<file path="src/sv/path_pair_conflict_detector_defines.svh">
// Assertion macros for the path pair conflict detector
`ifndef PATH_PAIR_CONFLICT_DETECTOR_DEFINES_SVH
`define PATH_PAIR_CONFLICT_DETECTOR_DEFINES_SVH

// same-cycle implication, checked out of reset
`define PPCD_ASSERT_NOW(label, clk, rst_n, ante, cons, msg) \
    label: assert property (@(posedge clk) disable iff (!rst_n) (ante) |-> (cons)) \
        else $error(msg);

// next-cycle implication, checked out of reset
`define PPCD_ASSERT_NEXT(label, clk, rst_n, ante, cons, msg) \
    label: assert property (@(posedge clk) disable iff (!rst_n) (ante) |=> (cons)) \
        else $error(msg);

`endif

</file>
<file path="src/sv/ppcd_pkg.sv">
// Shared constants and types for the path pair conflict detector
package ppcd_pkg;

    localparam int LOC_BITS_DEF   = 16;
    localparam int AGENT_BITS_DEF = 10;
    localparam int TIME_BITS_DEF  = 16;

    typedef enum logic [1:0] {
        KIND_NONE   = 2'd0,
        KIND_VERTEX = 2'd1,
        KIND_EDGE   = 2'd2,
        KIND_GOAL   = 2'd3
    } kind_t;

    typedef struct packed {
        logic valid;
        logic advance;
    } stage_ctrl_t;

endpackage

</file>
<file path="src/sv/ppcd_req_if.sv">
// Input beat channel: two agents' locations for one timestep
interface ppcd_req_if #(
    parameter int LOC_BITS   = ppcd_pkg::LOC_BITS_DEF,
    parameter int AGENT_BITS = ppcd_pkg::AGENT_BITS_DEF
);
    logic                  valid;
    logic                  ready;
    logic [AGENT_BITS-1:0] agent_first;
    logic [AGENT_BITS-1:0] agent_second;
    logic                  first_present;
    logic                  second_present;
    logic [LOC_BITS-1:0]   loc_first;
    logic [LOC_BITS-1:0]   loc_second;
    logic                  pair_last;

    modport source (
        output valid, agent_first, agent_second, first_present, second_present,
               loc_first, loc_second, pair_last,
        input  ready
    );

    modport sink (
        input  valid, agent_first, agent_second, first_present, second_present,
               loc_first, loc_second, pair_last,
        output ready
    );
endinterface

</file>
<file path="src/sv/ppcd_rsp_if.sv">
// Result beat channel: one conflict report
interface ppcd_rsp_if #(
    parameter int LOC_BITS   = ppcd_pkg::LOC_BITS_DEF,
    parameter int AGENT_BITS = ppcd_pkg::AGENT_BITS_DEF,
    parameter int TIME_BITS  = ppcd_pkg::TIME_BITS_DEF
);
    logic                  valid;
    logic                  ready;
    logic [AGENT_BITS-1:0] conflict_agent_a;
    logic [AGENT_BITS-1:0] conflict_agent_b;
    logic [LOC_BITS-1:0]   conflict_loc_a;
    logic [LOC_BITS-1:0]   conflict_loc_b;
    logic [TIME_BITS-1:0]  conflict_time;
    ppcd_pkg::kind_t       conflict_kind;
    logic                  pair_done;

    modport source (
        output valid, conflict_agent_a, conflict_agent_b, conflict_loc_a,
               conflict_loc_b, conflict_time, conflict_kind, pair_done,
        input  ready
    );

    modport sink (
        input  valid, conflict_agent_a, conflict_agent_b, conflict_loc_a,
               conflict_loc_b, conflict_time, conflict_kind, pair_done,
        output ready
    );
endinterface

</file>
<file path="src/sv/ppcd_cfg_if.sv">
// Configuration write channel for the goal wait enable
interface ppcd_cfg_if;
    logic valid;
    logic ready;
    logic data;

    modport source (
        output valid, data,
        input  ready
    );

    modport sink (
        input  valid, data,
        output ready
    );
endinterface

</file>
<file path="src/sv/ppcd_in_stage.sv">
// Input register stage holding one accepted timestep
module ppcd_in_stage #(
    parameter int LOC_BITS   = ppcd_pkg::LOC_BITS_DEF,
    parameter int AGENT_BITS = ppcd_pkg::AGENT_BITS_DEF
) (
    input  logic                  clk,
    input  logic                  rst_n,
    ppcd_req_if.sink              req,
    input  logic                  advance,
    output logic                  valid,
    output logic [AGENT_BITS-1:0] agent_first,
    output logic [AGENT_BITS-1:0] agent_second,
    output logic                  first_present,
    output logic                  second_present,
    output logic [LOC_BITS-1:0]   loc_first,
    output logic [LOC_BITS-1:0]   loc_second,
    output logic                  pair_last
);
    import ppcd_pkg::*;

    logic                  valid_reg;
    logic [AGENT_BITS-1:0] agent_first_reg;
    logic [AGENT_BITS-1:0] agent_second_reg;
    logic                  first_present_reg;
    logic                  second_present_reg;
    logic [LOC_BITS-1:0]   loc_first_reg;
    logic [LOC_BITS-1:0]   loc_second_reg;
    logic                  pair_last_reg;

    assign req.ready = !valid_reg || advance;

    always_ff @(posedge clk or negedge rst_n)
    begin
        if (!rst_n)
        begin
            valid_reg <= 1'b0;
        end
        else if (req.ready)
        begin
            valid_reg <= req.valid;
        end
    end

    always_ff @(posedge clk)
    begin
        if (req.valid && req.ready)
        begin
            agent_first_reg    <= req.agent_first;
            agent_second_reg   <= req.agent_second;
            first_present_reg  <= req.first_present;
            second_present_reg <= req.second_present;
            loc_first_reg      <= req.loc_first;
            loc_second_reg     <= req.loc_second;
            pair_last_reg      <= req.pair_last;
        end
    end

    assign valid          = valid_reg;
    assign agent_first    = agent_first_reg;
    assign agent_second   = agent_second_reg;
    assign first_present  = first_present_reg;
    assign second_present = second_present_reg;
    assign loc_first      = loc_first_reg;
    assign loc_second     = loc_second_reg;
    assign pair_last      = pair_last_reg;
endmodule

</file>
<file path="src/sv/ppcd_check.sv">
// Conflict checks and per-pair state
module ppcd_check #(
    parameter int LOC_BITS  = ppcd_pkg::LOC_BITS_DEF,
    parameter int TIME_BITS = ppcd_pkg::TIME_BITS_DEF
) (
    input  logic                  clk,
    input  logic                  rst_n,
    input  ppcd_pkg::stage_ctrl_t ctrl,
    input  logic                  goal_wait,
    input  logic                  first_present,
    input  logic                  second_present,
    input  logic [LOC_BITS-1:0]   loc_first,
    input  logic [LOC_BITS-1:0]   loc_second,
    input  logic                  pair_last,
    output logic                  emit,
    output logic [LOC_BITS-1:0]   loc_a,
    output logic [LOC_BITS-1:0]   loc_b,
    output logic [TIME_BITS-1:0]  step,
    output ppcd_pkg::kind_t       kind
);
    import ppcd_pkg::*;

    logic                 fire;
    logic [TIME_BITS-1:0] step_reg;
    logic [TIME_BITS-1:0] step_next;
    logic [LOC_BITS-1:0]  prev_first_reg;
    logic [LOC_BITS-1:0]  prev_second_reg;
    logic                 have_prev_reg;
    logic                 main_done_reg;
    logic                 main_done_next;

    assign fire = ctrl.valid && ctrl.advance;

    always_comb
    begin
        kind           = KIND_NONE;
        loc_a          = '0;
        loc_b          = '0;
        main_done_next = main_done_reg;
        if (first_present && second_present)
        begin
            if (!main_done_reg)
            begin
                if (have_prev_reg && prev_first_reg == loc_second
                    && prev_second_reg == loc_first)
                begin
                    kind           = KIND_EDGE;
                    loc_a          = prev_first_reg;
                    loc_b          = prev_second_reg;
                    main_done_next = 1'b1;
                end
                else if (loc_first == loc_second)
                begin
                    kind           = KIND_VERTEX;
                    loc_a          = loc_first;
                    main_done_next = 1'b1;
                end
            end
        end
        else if (goal_wait && (first_present || second_present))
        begin
            if (first_present && loc_first == prev_second_reg)
            begin
                kind  = KIND_GOAL;
                loc_a = loc_first;
            end
            else if (second_present && loc_second == prev_first_reg)
            begin
                kind  = KIND_GOAL;
                loc_a = loc_second;
            end
        end
    end

    // saturate at the top of the range
    assign step_next = (step_reg == '1) ? step_reg : step_reg + TIME_BITS'(1);
    assign emit      = (kind != KIND_NONE) || pair_last;
    assign step      = step_reg;

    always_ff @(posedge clk or negedge rst_n)
    begin
        if (!rst_n)
        begin
            step_reg        <= '0;
            prev_first_reg  <= '0;
            prev_second_reg <= '0;
            have_prev_reg   <= 1'b0;
            main_done_reg   <= 1'b0;
        end
        else if (fire)
        begin
            if (pair_last)
            begin
                step_reg        <= '0;
                prev_first_reg  <= '0;
                prev_second_reg <= '0;
                have_prev_reg   <= 1'b0;
                main_done_reg   <= 1'b0;
            end
            else
            begin
                step_reg      <= step_next;
                have_prev_reg <= first_present && second_present;
                main_done_reg <= main_done_next;
                if (first_present)
                begin
                    prev_first_reg <= loc_first;
                end
                if (second_present)
                begin
                    prev_second_reg <= loc_second;
                end
            end
        end
    end
endmodule

</file>
<file path="src/sv/ppcd_out_stage.sv">
// Result register stage driving the result channel
module ppcd_out_stage #(
    parameter int LOC_BITS   = ppcd_pkg::LOC_BITS_DEF,
    parameter int AGENT_BITS = ppcd_pkg::AGENT_BITS_DEF,
    parameter int TIME_BITS  = ppcd_pkg::TIME_BITS_DEF
) (
    input  logic                  clk,
    input  logic                  rst_n,
    input  logic                  load_valid,
    input  logic                  emit,
    input  logic [AGENT_BITS-1:0] agent_first,
    input  logic [AGENT_BITS-1:0] agent_second,
    input  logic [LOC_BITS-1:0]   loc_a,
    input  logic [LOC_BITS-1:0]   loc_b,
    input  logic [TIME_BITS-1:0]  step,
    input  ppcd_pkg::kind_t       kind,
    input  logic                  pair_last,
    output logic                  advance,
    ppcd_rsp_if.source            rsp
);
    import ppcd_pkg::*;

    logic                  valid_reg;
    logic [AGENT_BITS-1:0] agent_a_reg;
    logic [AGENT_BITS-1:0] agent_b_reg;
    logic [LOC_BITS-1:0]   loc_a_reg;
    logic [LOC_BITS-1:0]   loc_b_reg;
    logic [TIME_BITS-1:0]  time_reg;
    kind_t                 kind_reg;
    logic                  done_reg;

    assign advance = !valid_reg || rsp.ready;

    always_ff @(posedge clk or negedge rst_n)
    begin
        if (!rst_n)
        begin
            valid_reg <= 1'b0;
        end
        else if (advance)
        begin
            valid_reg <= load_valid && emit;
        end
    end

    always_ff @(posedge clk)
    begin
        if (advance)
        begin
            agent_a_reg <= agent_first;
            agent_b_reg <= agent_second;
            loc_a_reg   <= loc_a;
            loc_b_reg   <= loc_b;
            time_reg    <= step;
            kind_reg    <= kind;
            done_reg    <= pair_last;
        end
    end

    assign rsp.valid            = valid_reg;
    assign rsp.conflict_agent_a = agent_a_reg;
    assign rsp.conflict_agent_b = agent_b_reg;
    assign rsp.conflict_loc_a   = loc_a_reg;
    assign rsp.conflict_loc_b   = loc_b_reg;
    assign rsp.conflict_time    = time_reg;
    assign rsp.conflict_kind    = kind_reg;
    assign rsp.pair_done        = done_reg;
endmodule

</file>
<file path="src/sv/path_pair_conflict_detector.sv">
// Top level of the path pair conflict detector
// Usage:
//   req carries one timestep of two agents' paths per beat: both locations,
//   their present flags and pair_last on the final timestep of the pair.
//   rsp carries at most one conflict report per req beat, in order; the
//   beat marked pair_last always yields a report with pair_done set.
//   cfg writes the goal wait enable (reset value 1); write it only while
//   the block is idle. cfg is always ready.
// Path: an accepted req beat is held in the input register; its report is
//   then registered in the result register, from which rsp is driven.
// Throughput: one req beat per cycle unless rsp is held off, set by a
//   single compare pass and step counter between input and result regs.
// Reset: clears both stages, the step counter, held locations and
//   conflict flags; goal wait checking comes up enabled.
// Stall: while rsp is held off the result register keeps its report and
//   the input register still takes one more beat, then req.ready drops;
//   that beat waits even if it gives no report.
`include "path_pair_conflict_detector_defines.svh"

module path_pair_conflict_detector #(
    parameter int LOC_BITS   = ppcd_pkg::LOC_BITS_DEF,
    parameter int AGENT_BITS = ppcd_pkg::AGENT_BITS_DEF,
    parameter int TIME_BITS  = ppcd_pkg::TIME_BITS_DEF
) (
    input  logic        clk,
    input  logic        rst_n,
    ppcd_req_if.sink    req,
    ppcd_rsp_if.source  rsp,
    ppcd_cfg_if.sink    cfg
);
    import ppcd_pkg::*;

    logic                  goal_wait_reg;
    logic                  advance;
    logic                  s1_valid;
    logic [AGENT_BITS-1:0] s1_agent_first;
    logic [AGENT_BITS-1:0] s1_agent_second;
    logic                  s1_first_present;
    logic                  s1_second_present;
    logic [LOC_BITS-1:0]   s1_loc_first;
    logic [LOC_BITS-1:0]   s1_loc_second;
    logic                  s1_pair_last;
    stage_ctrl_t           ctrl;
    logic                  emit;
    logic [LOC_BITS-1:0]   loc_a;
    logic [LOC_BITS-1:0]   loc_b;
    logic [TIME_BITS-1:0]  step;
    kind_t                 kind;

    assign cfg.ready = 1'b1;

    always_ff @(posedge clk or negedge rst_n)
    begin
        if (!rst_n)
        begin
            goal_wait_reg <= 1'b1;
        end
        else if (cfg.valid && cfg.ready)
        begin
            goal_wait_reg <= cfg.data;
        end
    end

    ppcd_in_stage #(
        .LOC_BITS   (LOC_BITS),
        .AGENT_BITS (AGENT_BITS)
    ) u_in_stage (
        .clk            (clk),
        .rst_n          (rst_n),
        .req            (req),
        .advance        (advance),
        .valid          (s1_valid),
        .agent_first    (s1_agent_first),
        .agent_second   (s1_agent_second),
        .first_present  (s1_first_present),
        .second_present (s1_second_present),
        .loc_first      (s1_loc_first),
        .loc_second     (s1_loc_second),
        .pair_last      (s1_pair_last)
    );

    assign ctrl.valid   = s1_valid;
    assign ctrl.advance = advance;

    ppcd_check #(
        .LOC_BITS  (LOC_BITS),
        .TIME_BITS (TIME_BITS)
    ) u_check (
        .clk            (clk),
        .rst_n          (rst_n),
        .ctrl           (ctrl),
        .goal_wait      (goal_wait_reg),
        .first_present  (s1_first_present),
        .second_present (s1_second_present),
        .loc_first      (s1_loc_first),
        .loc_second     (s1_loc_second),
        .pair_last      (s1_pair_last),
        .emit           (emit),
        .loc_a          (loc_a),
        .loc_b          (loc_b),
        .step           (step),
        .kind           (kind)
    );

    ppcd_out_stage #(
        .LOC_BITS   (LOC_BITS),
        .AGENT_BITS (AGENT_BITS),
        .TIME_BITS  (TIME_BITS)
    ) u_out_stage (
        .clk          (clk),
        .rst_n        (rst_n),
        .load_valid   (s1_valid),
        .emit         (emit),
        .agent_first  (s1_agent_first),
        .agent_second (s1_agent_second),
        .loc_a        (loc_a),
        .loc_b        (loc_b),
        .step         (step),
        .kind         (kind),
        .pair_last    (s1_pair_last),
        .advance      (advance),
        .rsp          (rsp)
    );

    `PPCD_ASSERT_NEXT(a_accept_fills, clk, rst_n, req.valid && req.ready, s1_valid, "accepted beat lost")
    `PPCD_ASSERT_NOW(a_last_emits, clk, rst_n, s1_valid && s1_pair_last, emit, "last beat without report")
    `PPCD_ASSERT_NEXT(a_last_reports, clk, rst_n, s1_valid && advance && s1_pair_last, rsp.valid && rsp.pair_done, "pair end report missing")
    `PPCD_ASSERT_NOW(a_none_is_end, clk, rst_n, rsp.valid && rsp.conflict_kind == KIND_NONE, rsp.pair_done, "empty report before pair end")
endmodule
</file>
<file path="src/flat_wrapper.sv">
// flat-port wrapper written by rule: the top's interface ports become plain ports
module path_pair_conflict_detector_flat import ppcd_pkg::*;
#(
    parameter int LOC_BITS   = ppcd_pkg::LOC_BITS_DEF,
    parameter int AGENT_BITS = ppcd_pkg::AGENT_BITS_DEF,
    parameter int TIME_BITS  = ppcd_pkg::TIME_BITS_DEF
)
  (clk, rst_n, req_valid, req_agent_first, req_agent_second, req_first_present, req_second_present, req_loc_first, req_loc_second, req_pair_last, req_ready, rsp_valid, rsp_conflict_agent_a, rsp_conflict_agent_b, rsp_conflict_loc_a, rsp_conflict_loc_b, rsp_conflict_time, rsp_conflict_kind, rsp_pair_done, rsp_ready, cfg_valid, cfg_data, cfg_ready);
  ppcd_req_if #(.LOC_BITS(LOC_BITS), .AGENT_BITS(AGENT_BITS)) req_i ();
  ppcd_rsp_if #(.LOC_BITS(LOC_BITS), .AGENT_BITS(AGENT_BITS), .TIME_BITS(TIME_BITS)) rsp_i ();
  ppcd_cfg_if cfg_i ();
  input  logic clk;
  input  logic rst_n;
  input wire logic [$bits(req_i.valid)-1:0] req_valid;
  input wire logic [$bits(req_i.agent_first)-1:0] req_agent_first;
  input wire logic [$bits(req_i.agent_second)-1:0] req_agent_second;
  input wire logic [$bits(req_i.first_present)-1:0] req_first_present;
  input wire logic [$bits(req_i.second_present)-1:0] req_second_present;
  input wire logic [$bits(req_i.loc_first)-1:0] req_loc_first;
  input wire logic [$bits(req_i.loc_second)-1:0] req_loc_second;
  input wire logic [$bits(req_i.pair_last)-1:0] req_pair_last;
  output wire logic [$bits(req_i.ready)-1:0] req_ready;
  output wire logic [$bits(rsp_i.valid)-1:0] rsp_valid;
  output wire logic [$bits(rsp_i.conflict_agent_a)-1:0] rsp_conflict_agent_a;
  output wire logic [$bits(rsp_i.conflict_agent_b)-1:0] rsp_conflict_agent_b;
  output wire logic [$bits(rsp_i.conflict_loc_a)-1:0] rsp_conflict_loc_a;
  output wire logic [$bits(rsp_i.conflict_loc_b)-1:0] rsp_conflict_loc_b;
  output wire logic [$bits(rsp_i.conflict_time)-1:0] rsp_conflict_time;
  output wire logic [$bits(rsp_i.conflict_kind)-1:0] rsp_conflict_kind;
  output wire logic [$bits(rsp_i.pair_done)-1:0] rsp_pair_done;
  input wire logic [$bits(rsp_i.ready)-1:0] rsp_ready;
  input wire logic [$bits(cfg_i.valid)-1:0] cfg_valid;
  input wire logic [$bits(cfg_i.data)-1:0] cfg_data;
  output wire logic [$bits(cfg_i.ready)-1:0] cfg_ready;
  assign req_i.valid = req_valid;
  assign req_i.agent_first = req_agent_first;
  assign req_i.agent_second = req_agent_second;
  assign req_i.first_present = req_first_present;
  assign req_i.second_present = req_second_present;
  assign req_i.loc_first = req_loc_first;
  assign req_i.loc_second = req_loc_second;
  assign req_i.pair_last = req_pair_last;
  assign req_ready = req_i.ready;
  assign rsp_valid = rsp_i.valid;
  assign rsp_conflict_agent_a = rsp_i.conflict_agent_a;
  assign rsp_conflict_agent_b = rsp_i.conflict_agent_b;
  assign rsp_conflict_loc_a = rsp_i.conflict_loc_a;
  assign rsp_conflict_loc_b = rsp_i.conflict_loc_b;
  assign rsp_conflict_time = rsp_i.conflict_time;
  assign rsp_conflict_kind = rsp_i.conflict_kind;
  assign rsp_pair_done = rsp_i.pair_done;
  assign rsp_i.ready = rsp_ready;
  assign cfg_i.valid = cfg_valid;
  assign cfg_i.data = cfg_data;
  assign cfg_ready = cfg_i.ready;
  path_pair_conflict_detector #(.LOC_BITS(LOC_BITS), .AGENT_BITS(AGENT_BITS), .TIME_BITS(TIME_BITS)) u_core (.clk(clk), .rst_n(rst_n), .req(req_i), .rsp(rsp_i), .cfg(cfg_i));
endmodule
</file>
<file path="config.mk">
export PLATFORM = sky130hd
export DESIGN_NAME = path_pair_conflict_detector_flat
export DESIGN_NICKNAME = d
export VERILOG_FILES = /design/src/sv/ppcd_pkg.sv /design/src/sv/ppcd_req_if.sv /design/src/sv/ppcd_rsp_if.sv /design/src/sv/ppcd_cfg_if.sv /design/src/sv/ppcd_in_stage.sv /design/src/sv/ppcd_check.sv /design/src/sv/ppcd_out_stage.sv /design/src/sv/path_pair_conflict_detector.sv /design/src/flat_wrapper.sv
export VERILOG_INCLUDE_DIRS = /design/src /design/src/sv
export SDC_FILE = /design/constraint.sdc
export NUM_CORES = 1
export LEC_CHECK = 0
export BUFFER_PORTS_ARGS = -buffer_cell sky130_fd_sc_hd__buf_2
export CAP_MARGIN = 20
export CORE_MARGIN = 8
export CORE_UTILIZATION = 50
export DETAILED_ROUTE_END_ITERATION = 10
export GPL_TIMING_DRIVEN = 0
export PLACE_DENSITY_LB_ADDON = 0.1
export SLEW_MARGIN = 0
export SYNTH_ARGS = -nofsm -noshare
export SYNTH_HDL_FRONTEND = slang
export SYNTH_HIERARCHICAL = 1
export SYNTH_SLANG_ARGS = --single-unit
</file>
<file path="constraint.sdc">
create_clock -name clk -period 2.47 [get_ports clk]
set_clock_uncertainty 0.2 [all_clocks]
set_input_delay 0.1235 -clock clk [delete_from_list [all_inputs] [get_ports clk]]
set_output_delay 0.1235 -clock clk [all_outputs]
set_load 0.02 [all_outputs]
</file>
**Yosys cells after proc, flatten, opt, wreduce, memory -nomap -nowiden**

Cells that the tools add are included.

- Bits in registers: 179
- Bits of input ports: 61
- Output and inout port bits: 74
- Logic and storage cells: 82

- Add/subtract/negate cells: 1
- Equal/unequal tests: 7
- Multiplexer cells: 26
- Bitwise logic cells: 2
- Reductions and logical operators: 24

Operators with widths:

| operator | number |
|---|---|
| 16-bit 2-to-1 mux | 13 |
| 16-bit equality test | 5 |
| 16-bit by 1-bit adder with 16-bit output (second input constant) | 1 |
| 16-bit equality test (second input constant) | 1 |
| 2-bit 2-to-1 mux | 6 |
| 1-bit logical AND | 9 |
| 2-bit AND reduction | 4 |
| 2-bit nonzero test | 4 |
| 1-bit 2-to-1 mux | 7 |
| 1-bit logical OR | 4 |
| 3-bit OR reduction | 1 |
| 1-bit logical NOT | 2 |
| 2-bit by 1-bit inequality test with 1-bit output (second input constant) | 1 |
| 1-bit inverter | 2 |

**Longest topological paths before layout**

- Depth in word-level cells: 9
- Mapped depth: 8
- Gate-level depth less buffers: 8

**Cells and area by module**

The synthesis kept the hierarchy.

Modules (own cells, without submodules):

| module | instances | cells each | area each (µm²) | seq. area each (µm²) |
|---|---|---|---|---|
| ppcd_check | 1 | 318 | 3215.6 | 1251.2 |
| ppcd_out_stage | 1 | 75 | 2180.8 | 2157.1 |
| ppcd_in_stage | 1 | 59 | 1705.4 | 1676.6 |
| path_pair_conflict_detector | 1 | 4 | 52.6 | 26.3 |

**Worst setup path before layout**

OpenSTA, ideal clock, no wires.

- Kind: reg-to-reg
- Start point: register u_core.u_out_stage.valid_reg, in the netlist u_core/u_out_stage/rsp.valid
- End point: register u_core.u_check.main_done_reg
- Setup time: 0.083 ns
- Data arrival time: 2.459 ns
- Required time: 2.187 ns
- Setup slack: -0.272 ns
- Cell stages (with the launch flop): 7
- Buffers on the path: 1
- Clock period less this slack: 2.742 ns
- Path through: dfrtp_1 > nand2b_4 > nand2_1 > nor3b_1 > clkbuf_1 > nand3_1 > o21ai_0

- Longest elaborated chain between the ends: 4

RTL lines:

| item | RTL line | source |
|---|---|---|
| start: declaration | ppcd_out_stage.sv:23 | `logic valid_reg;` |
| start signal: assignment | ppcd_out_stage.sv:42 | `valid_reg <= load_valid && emit;` |
| 1-bit logical NOT | ppcd_out_stage.sv:32 | `assign advance = !valid_reg \|\| rsp.ready;` |
| 1-bit logical OR | ppcd_out_stage.sv:32 |  |
| named net u_core.advance | path_pair_conflict_detector.sv:34 | `logic advance;` |
| 1-bit logical AND | ppcd_check.sv:32 | `assign fire = ctrl.valid && ctrl.advance;` |
| 2-bit AND reduction (no line) | n/a |  |
| end signal: assignment | ppcd_check.sv:104 | `main_done_reg <= main_done_next;` |
| end: declaration | ppcd_check.sv:29 | `logic main_done_reg;` |

The timed path passes the listed nets, and every way through them passes these cells.
A chain may end at the register's enable or synchronous reset.

**Worst setup path after layout**

- Start point: register u_core.u_in_stage.loc_second_reg[12], in the netlist u_core/u_in_stage/loc_second[12]
- End point: register u_core.u_out_stage.valid_reg, in the netlist u_core/u_out_stage/rsp.valid

- Longest elaborated chain between the ends: 9
- Elaborated cells on any way between the ends: 16
- Those cells by class: 3 x eq/ne; 7 x mux; 6 x reduce/logical

RTL lines:

| item | RTL line | source |
|---|---|---|
| start: declaration | ppcd_in_stage.sv:27 | `logic [LOC_BITS-1:0] loc_second_reg;` |
| start signal: assignment | ppcd_in_stage.sv:53 | `loc_second_reg <= req.loc_second;` |
| 16-bit equality test | ppcd_check.sv:44, ppcd_check.sv:67 |  |
| 1-bit logical AND (on tied branches) | ppcd_check.sv:67, ppcd_check.sv:44 |  |
| 2-bit 2-to-1 mux / 1-bit logical AND (equally long branches) | ppcd_check.sv:67, ppcd_check.sv:45 |  |
| 2-bit 2-to-1 mux (on tied branches) | ppcd_check.sv:62, ppcd_check.sv:44 |  |
| 2-bit 2-to-1 mux (on tied branches) | ppcd_check.sv:60, ppcd_check.sv:42 |  |
| 2-bit 2-to-1 mux (*) | ppcd_check.sv:40 | `if (first_present && second_present)` |
| 2-bit nonzero test (*) | ppcd_check.sv:77 | `assign emit = (kind != KIND_NONE) \|\| pair_last;` |
| 1-bit logical OR (*) | ppcd_check.sv:77 |  |
| named net u_core.emit | path_pair_conflict_detector.sv:44 | `logic emit;` |
| 1-bit logical AND (*) | ppcd_out_stage.sv:42 |  |

Mark *: on every way through the listed nets, which the timed path passes. The rest lies on a longest branch.

==> summary.md <==
| Metric | Value |
|---|---|
| Fin area | 0.00966 mm^2 |
| Fin crit share | 1.02 |
| First-pass GRT wire length | 26400 um |
| Failing checks | negative setup slack |
| CTS tree | yes |
| Antenna violations before repair | 0 |
| Clock sink count | 179 |
| Clock-pin transition on the worst setup and hold timing paths | 0.07 ns |
| Yosys top cell area share | 0.529 |
| Worst slew margin | 0.361 |
| Die area | 0.0184 mm^2 |
| Syn_nets | 518 |
| Die height | 136 um |
| WS Path Type | reg -> reg |
| Worst-Margin Slew | 0.958 ns |
| Worst reg2reg setup slack | -0.05 ns |
| Final WL | 16900 um |
| Status | finished with violations |
| FILL cells | 968 |
| Crit. End Element | register |
| Remaining antenna violation count | 0 |
| Async set-reset flop share out of synthesis | 0.296 |
| GRT met1 Usage | 0.243 |
| Via density | 5.21 |
| Sequential cell area fraction in the yosys report | 0.714 |
| First drt pass iteration count | 4 |
| Post-route DRC | 0 |
| Top cells by count, synth | edfxtp_1, dfrtp_1, xor2_1, a22o_1, inv_1 |
| Top_reg_cell synth | edfxtp_1 |
| Final net count | 764 |
| Area contributors post-synth | edfxtp_1, dfrtp_1, xor2_1 |
| Via count | 4666 |
| Busiest grt layer | met2 |
| # placed instances | 770 |
| Synth area leader | edfxtp_1 |
| Slew Viols, Final | 0 |
| Hold Path Class | in -> async |
| Cell count after synthesis | 456 |
| Drt wl/cell | 18.9 um |
| Setup TNS | -0.0715 ns |
| Register Area | 0.00511 mm^2 |
| GR Overflow Total | 0 |
| Mapped Area | 0.00715 mm^2 |
| Core area | 0.0139 mm^2 |
| Met2 Use GR | 0.295 |
| Ys Warns | 6 |
| Area after DPL | 0.00808 mm^2 |
| Synth-to-layout area growth | 35.0% |
| Largest net degree at the start of global routing | 56 |
| Register bit total from synthesis | 179 |
| Max FO, Critical Path | 3 |
| Most common cell in the netlist | edfxtp_1 |
| Fin worst setup slack | -0.0515 ns |
| Minimum clock period after layout | 2.52 ns |
| Layout cells sized above 1 | 0.354 |
| # setup viols final | 7 |
| N_diodes | 0 |
| DP Wirelength | 10500 um |
| Fmax | 397 MHz |
| Syn_area_per_cell | 15.7 um^2 |
| Initial Utilization | 0.513 |
| CP required | 2.55 ns |
| Reg2Reg Launch Point | u_core/u_in_stage/loc_second[12]$_DFFE_PP_ |
| # IOs | 135 |
| I/O Buffers | 133 |
| Max Cap Viol | 0 |
| H-tree levels | 4 |
| Multi-input gate area | 0.00197 mm^2 |
| Hold Vio Cnt, Final | 0 |
| Clk buf depth | 2 |
| Clk root buf | clkbuf_16 |
| 1st-iter DRT viols | 418 |
| Vias in the first global route | 4882 |
| Final hold slack | 0.0385 ns |
| Leak | 4.17 nW |
| Clk_lat worst skew | 0.43 ns |
| Met3 GRT Util | 0.0597 |
| Die width | 136 um |
| FP Rows | 43 |
| Peak VDD IR | 0.689 mV |
| Critical Path Start Type | register |
| Pwr/cell area | 762 mW/mm^2 |
| R2R Path End | u_core/u_out_stage/rsp.valid$_DFFE_PN0P_ |
| All-layer global routing usage | 0.190 |
| Cells on worst reg2reg path | 7 |
| Pre-CTS WS | -0.633 ns |
| TritonCTS buffer count | 17 |
| Post-synth EDFFs | 126 |
| Synth cell types | 54 |
| RSZ-0062 raised after global routing | yes |
| GP Congestion | 0.855 |
| Worst EP arrival | 2.60 ns |
| Layout Cells excl Fill | 895 |
-- cell type report --
cell class	instances	share of cell area
sequential	179	0.529
timing repair buffer	225	0.160
tap	180	0.0233
buffer	14	0.0113
clock buffer	19	0.0459
clock inverter	13	0.0188
multi-input combinational	245	0.204
inverter	20	0.00778
-- per-stage QoR --
stage               power [mW]  utilization
floorplan                 4.14            -
global placement          4.41        0.579
detailed placement        4.45        0.580
CTS                       7.41        0.683
global route              7.62        0.693
finish                    7.36        0.693
-- what timing repair did --
action                                  in CTS  in global routing
hold buffers                                60                  0
endpoints found under the setup margin     130                 62
gates cloned                                 2                  1
buffers inserted                            20                 10
endpoints found under the hold margin      109                  0
resized for setup                            7                 12
pin swaps                                   14                 13
-- where the power goes --
part / total, mW / switching [mW] / internal [mW]
Clock: 2.85 / 1.13 / 1.72
Combinational: 0.821 / 0.474 / 0.347
Sequential: 3.69 / 0.187 / 3.50
-- cell usage in the layout (no fill, tap or decap), types with 4 or more instances in the layout --
cell and instances:
and2_1 17, buf_2 135, buf_4 30, clkbuf_1 4, o21ai_2 16, nand3_1 6
xor2_1 48, xnor2_1 7, o21ai_0 6, bufinv_16 4, nand4_1 4, nor4_1 8
edfxtp_1 126, nand2_1 11, a22o_1 31, a21oi_1 4, nor4_2 9, clkbuf_16 18
buf_6 4, inv_1 20, nor2_1 13, dlygate4sd3_1 60, a22oi_1 15, dfrtp_1 52
-- worst max-delay path: stages, from the launching register on --
cell and delay [ns]:
edfxtp_1 0.48, xor2_1 0.23, nor4_4 0.40, and4_2 0.30, a311oi_4 0.12, or4b_1 0.50
nand2_1 0.09, nand2_2 0.05
-- worst max-delay path by stage --
| stage | from | slack, ns | to |
|---|---|---|---|
| after floorplan | u_core/u_out_stage/rsp.valid$_DFFE_PN0P_ | 0.02 | u_core/u_check/step[15]$_DFFE_PN0P_ |
| after global placement | u_core/u_out_stage/rsp.valid$_DFFE_PN0P_ | -0.59 | u_core/u_check/main_done_reg$_DFFE_PN0P_ |
| after detailed placement | u_core/u_out_stage/rsp.valid$_DFFE_PN0P_ | -0.63 | u_core/u_check/main_done_reg$_DFFE_PN0P_ |
| after CTS | u_core/u_in_stage/loc_second[12]$_DFFE_PP_ | -0.02 | u_core/u_out_stage/rsp.conflict_loc_a[9]$_DFFE_PP_ |
| after global routing | u_core/u_in_stage/loc_first[3]$_DFFE_PP_ | -0.1 | u_core/u_out_stage/rsp.valid$_DFFE_PN0P_ |
| final | u_core/u_in_stage/loc_second[12]$_DFFE_PP_ | -0.05 | u_core/u_out_stage/rsp.valid$_DFFE_PN0P_ |
-- layer usage --
layer  share of wire  vias up
met5               0        -
met4           0.012        0
met3           0.071       15
met2            0.47      152
met1            0.45     2294
li1                -     2205
-- logic make-up (layout without fill, tap and decap cells) --
kind of cell,Yosys count,after routing,synth area share
other cells,1,1,0.000524
simple gates,97,99,0.0904
buf+inv,34,291,0.0234
compound gates,85,85,0.0958
xor+xnor,56,56,0.0686
fa+ha+maj,1,1,0.00175
mux,3,3,0.00507
flops,179,179,0.714
Note: power is estimated with default switching activity, not from simulation.
